===== src/hdl/fmcv_pkg.sv =====
// Shared types, constants and AES helper functions for the frame MIC verify unit.
// No dependencies; used by every other file in the block.
`default_nettype none

package fmcv_pkg;

   localparam int unsigned MIN_FRAME = 12;
   localparam int unsigned MIC_BYTES = 4;
   localparam logic [7:0]  B0_TAG    = 8'h49;
   localparam logic [7:0]  PAD_BYTE  = 8'h80;
   localparam logic [7:0]  DBL_POLY  = 8'h87;
   localparam logic [3:0]  LAST_ROUND = 4'd10;

   // configuration register indexes
   localparam logic CSR_KEY_HIGH = 1'b0;
   localparam logic CSR_KEY_LOW  = 1'b1;

   typedef struct packed {
      logic [7:0] frame_byte;
      logic       last_byte;
      logic       direction;
   } req_type;

   typedef struct packed {
      logic [31:0] mic_value;
      logic        mic_match;
      logic        length_error;
   } rsp_type;

   typedef enum logic [2:0] {
      ST_IDLE,
      ST_SUBKEY,
      ST_BLOCK,
      ST_LOAD,
      ST_MIC
   } state_type;

   localparam logic [7:0] SBOX [256] = '{
      8'h63,8'h7c,8'h77,8'h7b,8'hf2,8'h6b,8'h6f,8'hc5,8'h30,8'h01,8'h67,8'h2b,8'hfe,8'hd7,8'hab,8'h76,
      8'hca,8'h82,8'hc9,8'h7d,8'hfa,8'h59,8'h47,8'hf0,8'had,8'hd4,8'ha2,8'haf,8'h9c,8'ha4,8'h72,8'hc0,
      8'hb7,8'hfd,8'h93,8'h26,8'h36,8'h3f,8'hf7,8'hcc,8'h34,8'ha5,8'he5,8'hf1,8'h71,8'hd8,8'h31,8'h15,
      8'h04,8'hc7,8'h23,8'hc3,8'h18,8'h96,8'h05,8'h9a,8'h07,8'h12,8'h80,8'he2,8'heb,8'h27,8'hb2,8'h75,
      8'h09,8'h83,8'h2c,8'h1a,8'h1b,8'h6e,8'h5a,8'ha0,8'h52,8'h3b,8'hd6,8'hb3,8'h29,8'he3,8'h2f,8'h84,
      8'h53,8'hd1,8'h00,8'hed,8'h20,8'hfc,8'hb1,8'h5b,8'h6a,8'hcb,8'hbe,8'h39,8'h4a,8'h4c,8'h58,8'hcf,
      8'hd0,8'hef,8'haa,8'hfb,8'h43,8'h4d,8'h33,8'h85,8'h45,8'hf9,8'h02,8'h7f,8'h50,8'h3c,8'h9f,8'ha8,
      8'h51,8'ha3,8'h40,8'h8f,8'h92,8'h9d,8'h38,8'hf5,8'hbc,8'hb6,8'hda,8'h21,8'h10,8'hff,8'hf3,8'hd2,
      8'hcd,8'h0c,8'h13,8'hec,8'h5f,8'h97,8'h44,8'h17,8'hc4,8'ha7,8'h7e,8'h3d,8'h64,8'h5d,8'h19,8'h73,
      8'h60,8'h81,8'h4f,8'hdc,8'h22,8'h2a,8'h90,8'h88,8'h46,8'hee,8'hb8,8'h14,8'hde,8'h5e,8'h0b,8'hdb,
      8'he0,8'h32,8'h3a,8'h0a,8'h49,8'h06,8'h24,8'h5c,8'hc2,8'hd3,8'hac,8'h62,8'h91,8'h95,8'he4,8'h79,
      8'he7,8'hc8,8'h37,8'h6d,8'h8d,8'hd5,8'h4e,8'ha9,8'h6c,8'h56,8'hf4,8'hea,8'h65,8'h7a,8'hae,8'h08,
      8'hba,8'h78,8'h25,8'h2e,8'h1c,8'ha6,8'hb4,8'hc6,8'he8,8'hdd,8'h74,8'h1f,8'h4b,8'hbd,8'h8b,8'h8a,
      8'h70,8'h3e,8'hb5,8'h66,8'h48,8'h03,8'hf6,8'h0e,8'h61,8'h35,8'h57,8'hb9,8'h86,8'hc1,8'h1d,8'h9e,
      8'he1,8'hf8,8'h98,8'h11,8'h69,8'hd9,8'h8e,8'h94,8'h9b,8'h1e,8'h87,8'he9,8'hce,8'h55,8'h28,8'hdf,
      8'h8c,8'ha1,8'h89,8'h0d,8'hbf,8'he6,8'h42,8'h68,8'h41,8'h99,8'h2d,8'h0f,8'hb0,8'h54,8'hbb,8'h16
   };

   // multiply by x in GF(2^8)
   function automatic logic [7:0] xt(input logic [7:0] v);
      return {v[6:0], 1'b0} ^ (v[7] ? 8'h1b : 8'h00);
   endfunction

   // SubBytes then ShiftRows; byte 0 sits in bits 127:120
   function automatic logic [127:0] sub_shift(input logic [127:0] s);
      logic [127:0] t;
      t = '0;
      for (int c = 0; c < 4; c++) begin
         for (int i = 0; i < 4; i++) begin
            t[127 - 8 * (c * 4 + i) -: 8] = SBOX[s[127 - 8 * (((c + i) % 4) * 4 + i) -: 8]];
         end
      end
      return t;
   endfunction

   function automatic logic [127:0] mix_columns(input logic [127:0] s);
      logic [127:0] t;
      logic [7:0]   a0, a1, a2, a3, all;
      t = '0;
      for (int c = 0; c < 4; c++) begin
         a0  = s[127 - 32 * c -: 8];
         a1  = s[119 - 32 * c -: 8];
         a2  = s[111 - 32 * c -: 8];
         a3  = s[103 - 32 * c -: 8];
         all = a0 ^ a1 ^ a2 ^ a3;
         t[127 - 32 * c -: 8] = a0 ^ all ^ xt(a0 ^ a1);
         t[119 - 32 * c -: 8] = a1 ^ all ^ xt(a1 ^ a2);
         t[111 - 32 * c -: 8] = a2 ^ all ^ xt(a2 ^ a3);
         t[103 - 32 * c -: 8] = a3 ^ all ^ xt(a3 ^ a0);
      end
      return t;
   endfunction

   // next round key from the current one
   function automatic logic [127:0] key_step(input logic [127:0] rk, input logic [7:0] rcon);
      logic [31:0] tmp, w0, w1, w2, w3;
      tmp = {SBOX[rk[23:16]] ^ rcon, SBOX[rk[15:8]], SBOX[rk[7:0]], SBOX[rk[31:24]]};
      w0  = rk[127:96] ^ tmp;
      w1  = rk[95:64] ^ w0;
      w2  = rk[63:32] ^ w1;
      w3  = rk[31:0] ^ w2;
      return {w0, w1, w2, w3};
   endfunction

   // CMAC subkey doubling
   function automatic logic [127:0] dbl(input logic [127:0] v);
      return {v[126:0], 1'b0} ^ {120'h0, (v[127] ? DBL_POLY : 8'h00)};
   endfunction

endpackage

`default_nettype wire


===== src/hdl/fmcv_aes_core.sv =====
// Iterative AES-128 encryption core, one round per clock with on-the-fly key schedule.
// Depends on fmcv_pkg for the S-box and round functions.
`default_nettype none

module fmcv_aes_core (
   input  wire logic         clock,
   input  wire logic         reset,
   input  wire logic         start,
   input  wire logic [127:0] key,
   input  wire logic [127:0] din,
   output logic              done,
   output logic [127:0]      dout
);

   logic [127:0] state_ff, state_in;
   logic [127:0] rkey_ff, rkey_in;
   logic [7:0]   rcon_ff, rcon_in;
   logic [3:0]   round_ff, round_in;
   logic         run_ff, run_in;
   logic         done_ff, done_in;
   logic [127:0] next_key;
   logic [127:0] shifted;

   // round datapath
   always_comb begin
      next_key = fmcv_pkg::key_step(rkey_ff, rcon_ff);
      shifted  = fmcv_pkg::sub_shift(state_ff);
      state_in = state_ff;
      rkey_in  = rkey_ff;
      rcon_in  = rcon_ff;
      round_in = round_ff;
      run_in   = run_ff;
      done_in  = 1'b0;
      if (start && !run_ff) begin
         state_in = din ^ key;
         rkey_in  = key;
         rcon_in  = 8'h01;
         round_in = 4'd1;
         run_in   = 1'b1;
      end else if (run_ff) begin
         rkey_in  = next_key;
         rcon_in  = fmcv_pkg::xt(rcon_ff);
         round_in = round_ff + 4'd1;
         if (round_ff == fmcv_pkg::LAST_ROUND) begin
            state_in = shifted ^ next_key;
            run_in   = 1'b0;
            done_in  = 1'b1;
         end else begin
            state_in = fmcv_pkg::mix_columns(shifted) ^ next_key;
         end
      end
   end

   // hold control under reset
   always_ff @(posedge clock) begin
      if (reset) begin
         run_ff  <= 1'b0;
         done_ff <= 1'b0;
      end else begin
         run_ff  <= run_in;
         done_ff <= done_in;
      end
   end

   always_ff @(posedge clock) begin
      state_ff <= state_in;
      rkey_ff  <= rkey_in;
      rcon_ff  <= rcon_in;
      round_ff <= round_in;
   end

   assign done = done_ff;
   assign dout = state_ff;

endmodule

`default_nettype wire


===== config.mk =====
export PLATFORM = sky130hd
export DESIGN_NAME = fmcv_aes_core
export DESIGN_NICKNAME = d
export VERILOG_FILES = /design/src/hdl/fmcv_pkg.sv /design/src/hdl/fmcv_aes_core.sv
export SDC_FILE = /design/constraint.sdc
export NUM_CORES = 2
export LEC_CHECK = 0
export CAP_MARGIN = 20
export CORE_ASPECT_RATIO = 1.1
export CORE_MARGIN = 2
export CORE_UTILIZATION = 30
export CTS_CLUSTER_SIZE = 20
export DETAILED_ROUTE_END_ITERATION = 8
export DONT_BUFFER_PORTS = 1
export GPL_TIMING_DRIVEN = 0
export PLACE_DENSITY_LB_ADDON = 0.2
export REMOVE_ABC_BUFFERS = 1
export SETUP_SLACK_MARGIN = 0.15
export SLEW_MARGIN = 20
export SYNTH_ARGS = -nofsm -noshare
export SYNTH_HDL_FRONTEND = slang
export SYNTH_SLANG_ARGS = --single-unit

===== constraint.sdc =====
create_clock -name clock -period 14.8 [get_ports clock]
set_clock_uncertainty 0.15 [all_clocks]
set_input_delay 0.74 -clock clock [delete_from_list [all_inputs] [get_ports clock]]
set_output_delay 0.74 -clock clock [all_outputs]
set_load 0.05 [all_outputs]

# Word-level counts from Yosys, hierarchy flattened
# Memory sizes are Yosys's and may differ from the RTL's.
# Cells that the tools add are included.
[classes]
n_addsub = 1
order_cmp = 20
n_eq_ne = 1
muxes = 66
bitwise = 102
n_reduce_logical = 4
[ops]
columns = ["operator", "count"]
rows = [
  ["$mux W128", 5],
  ["$xor A8 B8 Y8", 57],
  ["$xor A128 B128 Y128", 3],
  ["$mux W8", 40],
  ["$ge A9 B9 Y1 const B", 20],
  ["$not A8 Y9", 20],
  ["$xor A8 B5 Y8", 17],
  ["$xor A32 B32 Y32", 4],
  ["$mux W5", 17],
  ["$add A4 B1 Y4 const B", 1],
  ["$eq A4 B4 Y1 const B", 1],
  ["$mux W1", 4],
  ["$reduce_or A3 Y1", 1],
  ["$reduce_bool A2 Y1", 1],
  ["$logic_and A1 B1 Y1", 1],
  ["$logic_not A1 Y1", 1],
  ["$not A1 Y1", 1],
]
[word_totals]
reg_bits = 270
rom_bits = 40960
in_bits = 259
out_inout_bits = 129
elab_cells = 220
n_memories = 20
[mem_list]
columns = ["name", "words", "width", "read_ports", "rd_clocked_by_memory_dff", "write_ports", "line", "text"]
rows = [
  ["(no name shown)", 256, 8, 1, 0, 0, "fmcv_pkg.sv:68", "t[127 - 8 * (c * 4 + i) -: 8] = SBOX[s[127 - 8 * (((c + i) % 4) * 4 + i) -: 8]];"],
  ["(no name shown)", 256, 8, 1, 0, 0, "fmcv_pkg.sv:68", ""],
  ["(no name shown)", 256, 8, 1, 0, 0, "fmcv_pkg.sv:68", ""],
  ["(no name shown)", 256, 8, 1, 0, 0, "fmcv_pkg.sv:68", ""],
  ["(no name shown)", 256, 8, 1, 0, 0, "fmcv_pkg.sv:68", ""],
  ["(no name shown)", 256, 8, 1, 0, 0, "fmcv_pkg.sv:68", ""],
  ["14 more memories", "-", "-", "-", "-", "-", "-", ""],
]

# Longest topological paths before layout
[depth]
word_depth = 13
depth_mapped = 18
mapped_depth_nobuf = 13

# Worst setup path after synthesis
# No wires, ideal clock.
[synth_path]
path_kind = "reg2reg"
startpoint = "register run_ff"
endpoint = "register state_ff[0], in the netlist dout[0], enable pin"
setup_ps = 607
arrival_time_ps = 5837
required_time_ps = 14043
slack_ps = 8206
stages_incl_launch_ff = 5
n_path_buf = 2
period_less_slack_ps = 6594
path_cell_list = "dfxtp_1 > clkbuf_1 > clkbuf_1 > nor2_1 > inv_1"
[synth_via]
elab_chain_cells = 3
[synth_rtl]
columns = ["item", "line", "text"]
rows = [
  ["from (decl)", "fmcv_aes_core.sv:19", "logic run_ff, run_in;"],
  ["from (signal assigned)", "fmcv_aes_core.sv:60", "run_ff <= run_in;"],
  ["$logic_not A1 Y1", "fmcv_aes_core.sv:34", "if (start && !run_ff) begin"],
  ["$logic_and A1 B1 Y1", "fmcv_aes_core.sv:34", ""],
  ["$reduce_bool A2 Y1 (no source line) (*)", "-", ""],
  ["to (signal assigned)", "fmcv_aes_core.sv:66", "state_ff <= state_in;"],
  ["to (decl)", "fmcv_aes_core.sv:15", "logic [127:0] state_ff, state_in;"],
]
# Every way passes the cells marked *; elsewhere a longest branch is shown, timed or not.
# A chain may end at the register's enable or synchronous reset.

# Worst setup path after layout
[layout_path]
startpoint = "register rkey_ff[1]"
endpoint = "register state_ff[11], in the netlist dout[11], data pin"
[layout_via]
elab_chain_cells = 12
word_cells_on_any_way = 13
cone_classes = "5 x mux; 7 x bitwise; 1 x memory"
[layout_rtl]
columns = ["item", "line", "text"]
rows = [
  ["from (decl)", "fmcv_aes_core.sv:16", "logic [127:0] rkey_ff, rkey_in;"],
  ["from (signal assigned)", "fmcv_aes_core.sv:67", "rkey_ff <= rkey_in;"],
  ["$not A8 Y9 (not written as such) (*)", "fmcv_pkg.sv:95", "tmp = {SBOX[rk[23:16]] ^ rcon, SBOX[rk[15:8]], SBOX[rk[7:0]], SBOX[rk[31:24]]};"],
  ["$mem_v2 Z256 W8 (*)", "-", ""],
  ["$mux W8 (not written as such) (*) (2 in series)", "fmcv_pkg.sv:95", ""],
  ["$xor A32 B32 Y32 (*)", "fmcv_pkg.sv:96", "w0 = rk[127:96] ^ tmp;"],
  ["$xor A32 B32 Y32 (*)", "fmcv_pkg.sv:97", "w1 = rk[95:64] ^ w0;"],
  ["$xor A32 B32 Y32 (*)", "fmcv_pkg.sv:98", "w2 = rk[63:32] ^ w1;"],
  ["$xor A32 B32 Y32 (*)", "fmcv_pkg.sv:99", "w3 = rk[31:0] ^ w2;"],
  ["$xor A128 B128 Y128 (on tied branches)", "fmcv_aes_core.sv:49, fmcv_aes_core.sv:45", ""],
  ["$mux W128 (*)", "fmcv_aes_core.sv:44", "if (round_ff == fmcv_pkg::LAST_ROUND) begin"],
  ["$mux W128 (*)", "fmcv_aes_core.sv:40", "end else if (run_ff) begin"],
  ["$mux W128 (*)", "fmcv_aes_core.sv:34", ""],
  ["via state_in[11]", "fmcv_aes_core.sv:15", ""],
]
# The timed path passes the listed nets; every way through them passes the cells marked *. The select of a mux whose other input is x is not followed.

==> impl_metrics.json <==
{
  "fin_tns_setup_ns": 0,
  "report.final.slew_viol_count": 0,
  "synth_edf_count": 256,
  "cp-start-kind": "flip-flop",
  "crit_path_max_incr_delay_ns": 0.98,
  "cts_made_buffers": 42,
  "grt_max_degree": 83,
  "crit_top_cell": "xnor2_1",
  "synth_cell_types": 131,
  "cts_tree": "built",
  "hold_class": "in -> reg",
  "synth.ff_latch_count": 270,
  "syn_area_per_cell_sq_um": 7.17,
  "rrSetupSlack_ns": 6.78,
  "htreeDepth": 2,
  "cp_data_required_time_ns": 14.96,
  "final_net_count": 12232,
  "ant_nets": 0,
  "critical_path_class": "reg -> reg",
  "vias_per_cell": 6.84,
  "drt_first_pass_iters": 9,
  "numPortBuffers": 0,
  "cp-endpoint": "dout[11]$_DFFE_PP_",
  "antenna_found_initial": 26,
  "start_util": 0.302,
  "grt_pass1_vias": 98509,
  "design.die.area_sq_mm": 0.304,
  "worst_pin_slew_ns": 1.30,
  "setup_viol": 0,
  "num_vias": 106996,
  "grt_pass1_wl_microns": 746000,
  "fin_crit_sh": 0.542,
  "grt_use_total": 0.326,
  "finalHoldViolCount": 0,
  "timing.rr.start": "rkey_ff[1]$_DFFE_PP_",
  "violations": "DRC",
  "ys_seq_area_frac": 0.0887,
  "dp_hpwl_microns": 400000,
  "max_freq_ghz": 0.125,
  "clock_latency_ns": 0.69,
  "cp_num_buf_inv": 3,
  "core_area_sq_mm": 0.298,
  "drcViolationCount": 2,
  "critPathTopFamily": "XOR/XNOR gates",
  "areaGrowthSynthToFinish_pct": 11.1,
  "cp.depth": 15,
  "min_period_ns": 8.02,
  "crit_start": "rkey_ff[1]$_DFFE_PP_",
  "r2r.worst_path.cells": 15,
  "maxCapViolCount": 0,
  "maxSlewHeadroom": 0.129,
  "crit_path_top_delay_cell": "a21oi_1",
  "grt_setup_unrepaired": "no",
  "synth-main-ff-cell": "edfxtp_1",
  "final_common_cell": "nand2_1",
  "drt-wirelength-per-cell_microns": 33.5,
  "path_max_fanout": 19,
  "syn_area_sq_mm": 0.0898,
  "clk_path_buf_depth": 3,
  "gp_congestion": 1.02,
  "synth_warnings": 0,
  "synth_cells": 12522,
  "final_cell_mix": "nand2_1, nor2_1, a21oi_1",
  "ios": 388,
  "r2r-end": "dout[11]$_DFFE_PP_",
  "crit_path_end_kind": "flip-flop",
  "drive_gt1_frac": 0.119,
  "async_flop_share": 0,
  "instances_no_fill": 15651,
  "drtIter0Drc": 17784,
  "dp_cells": 15548,
  "root_buffer": "clkbuf_16",
  "cts_resized": 0,
  "status": "finished with violations",
  "wirelength_microns": 524000,
  "clock-sinks": 270,
  "dieHeight_microns": 578,
  "die_w_microns": 526,
  "worstPathArrival_ns": 8.18,
  "grt-ovfl-total": 0,
  "critical_path.cell_chain": "buf_8, buf_8, inv_1, ha_1, nor2_1, a21oi_1, mux4_2, mux2i_1, mux2i_1, nor4_2, xnor2_1, xnor2_2, xnor2_1, xnor2_1, a21oi_1",
  "row_count": 210,
  "path_clk_slew_ns": 0.06
}
## flip-flops by register name, summed over array words and instances, names as in the netlist
register,flops
dout,128
rkey_ff,128
rcon_ff,8
round_ff,4
done,1
run_ff,1
## kinds of logic (layout without fill, tap and decap cells)
group	after synthesis	count (layout)	synth area share
compound gates	4524	4524	0.344
xor+xnor	899	899	0.101
fa+ha+maj	302	302	0.0420
buf+inv	1701	886	0.0868
flops	270	270	0.0887
mux	512	512	0.0988
other cells	0	22	0
simple gates	4314	4314	0.238
## cell usage after synthesis (all sizes together) (69+ instances only)
master,n,share of area
nor2b,380,0.026
nand3,347,0.019
a211oi,250,0.021
mux2i,158,0.018
or2,122,0.0085
edfxtp,256,0.086
or3,69,0.0048
and2,130,0.0091
o22ai,91,0.0069
mux4,290,0.073
nand2b,437,0.030
o221ai,103,0.010
nor3,361,0.020
a211o,73,0.0071
a311oi,188,0.019
buf,756,0.047
a21oi,1000,0.056
ha,299,0.042
nor2,1004,0.042
o21ai,1004,0.056
o211ai,234,0.020
nand2,1054,0.044
xor2,359,0.037
xnor2,477,0.048
clkbuf,714,0.030
a31oi,269,0.019
a221oi,115,0.012
and3,109,0.0076
o31ai,152,0.013
inv,200,0.0084
o311ai,197,0.020
## metrics by stage
step | worst slack [ns] | area [sq um] | hold slack, ns | util
global placement | -21.52 | 87800 | 0.320 | 0.295
CTS | 7.09 | 99700 | 0.00238 | 0.335
floorplan | 2.89 | 82900 | 0.304 | -
global route | 6.83 | 99800 | 0.0251 | 0.335
finish | 6.78 | 99800 | 0.0440 | 0.335
detailed placement | 7.12 | 98200 | 0.342 | 0.330
## per-layer routing
layer / GRT usage / vias up / part of all wire
li1: - / 45530 / -
met1: 0.415 / 52582 / 0.38
met2: 0.505 / 7543 / 0.44
met3: 0.0687 / 1323 / 0.11
met4: 0.196 / 18 / 0.073
met5: 0 / - / 0.00018
## worst reg2reg max path, cell delays in order (launching register included)
cell,delay (ns)
edfxtp_1,0.82
buf_8,0.24
buf_8,0.17
inv_1,0.29
ha_1,0.76
nor2_1,0.88
a21oi_1,0.07
mux4_2,0.48
mux2i_1,0.39
mux2i_1,0.16
nor4_2,0.46
xnor2_1,0.46
xnor2_2,0.84
xnor2_1,0.29
xnor2_1,0.19
a21oi_1,0.98
## final cells by class
type,instances,area (sq um)
Antenna cell,22,55.1
Clock buffer,49,1100
Clock inverter,28,322
Fill cell,31680,198000
Inverter,231,880
Multi-Input combinational cell,10551,74400
Sequential cell,270,7970
Tap cell,3922,4910
Timing Repair Buffer,578,10200
## repair_timing
| action | CTS | global route |
|---|---|---|
| buffers inserted | 0 | 0 |
| hold endpoints to repair | 2 | 0 |
| hold buffers | 1 | 0 |
## how the worst min path moves through the flow
| stage | startpoint | cells after the start | end | slack (ns) |
|---|---|---|---|---|
| 2_1_floorplan | round_ff[3]$_SDFFE_PP0P_ | 1 | round_ff[3]$_SDFFE_PP0P_ | 0.30 |
| 3_3_place_gp | round_ff[3]$_SDFFE_PP0P_ | 1 | round_ff[3]$_SDFFE_PP0P_ | 0.32 |
| 3_5_place_dp | round_ff[3]$_SDFFE_PP0P_ | 1 | round_ff[3]$_SDFFE_PP0P_ | 0.34 |
| 4_1_cts | start | 1 | rcon_ff[4]$_SDFFE_PP0P_ | 0.002 |
| 5_1_grt | start | 1 | rcon_ff[3]$_SDFFE_PP0P_ | 0.03 |
| 6_report | start | 1 | rcon_ff[4]$_SDFFE_PP0P_ | 0.04 |
Power is not shown: default switching activity piles up to over one toggle a cycle in this logic, so the estimate is an artifact.
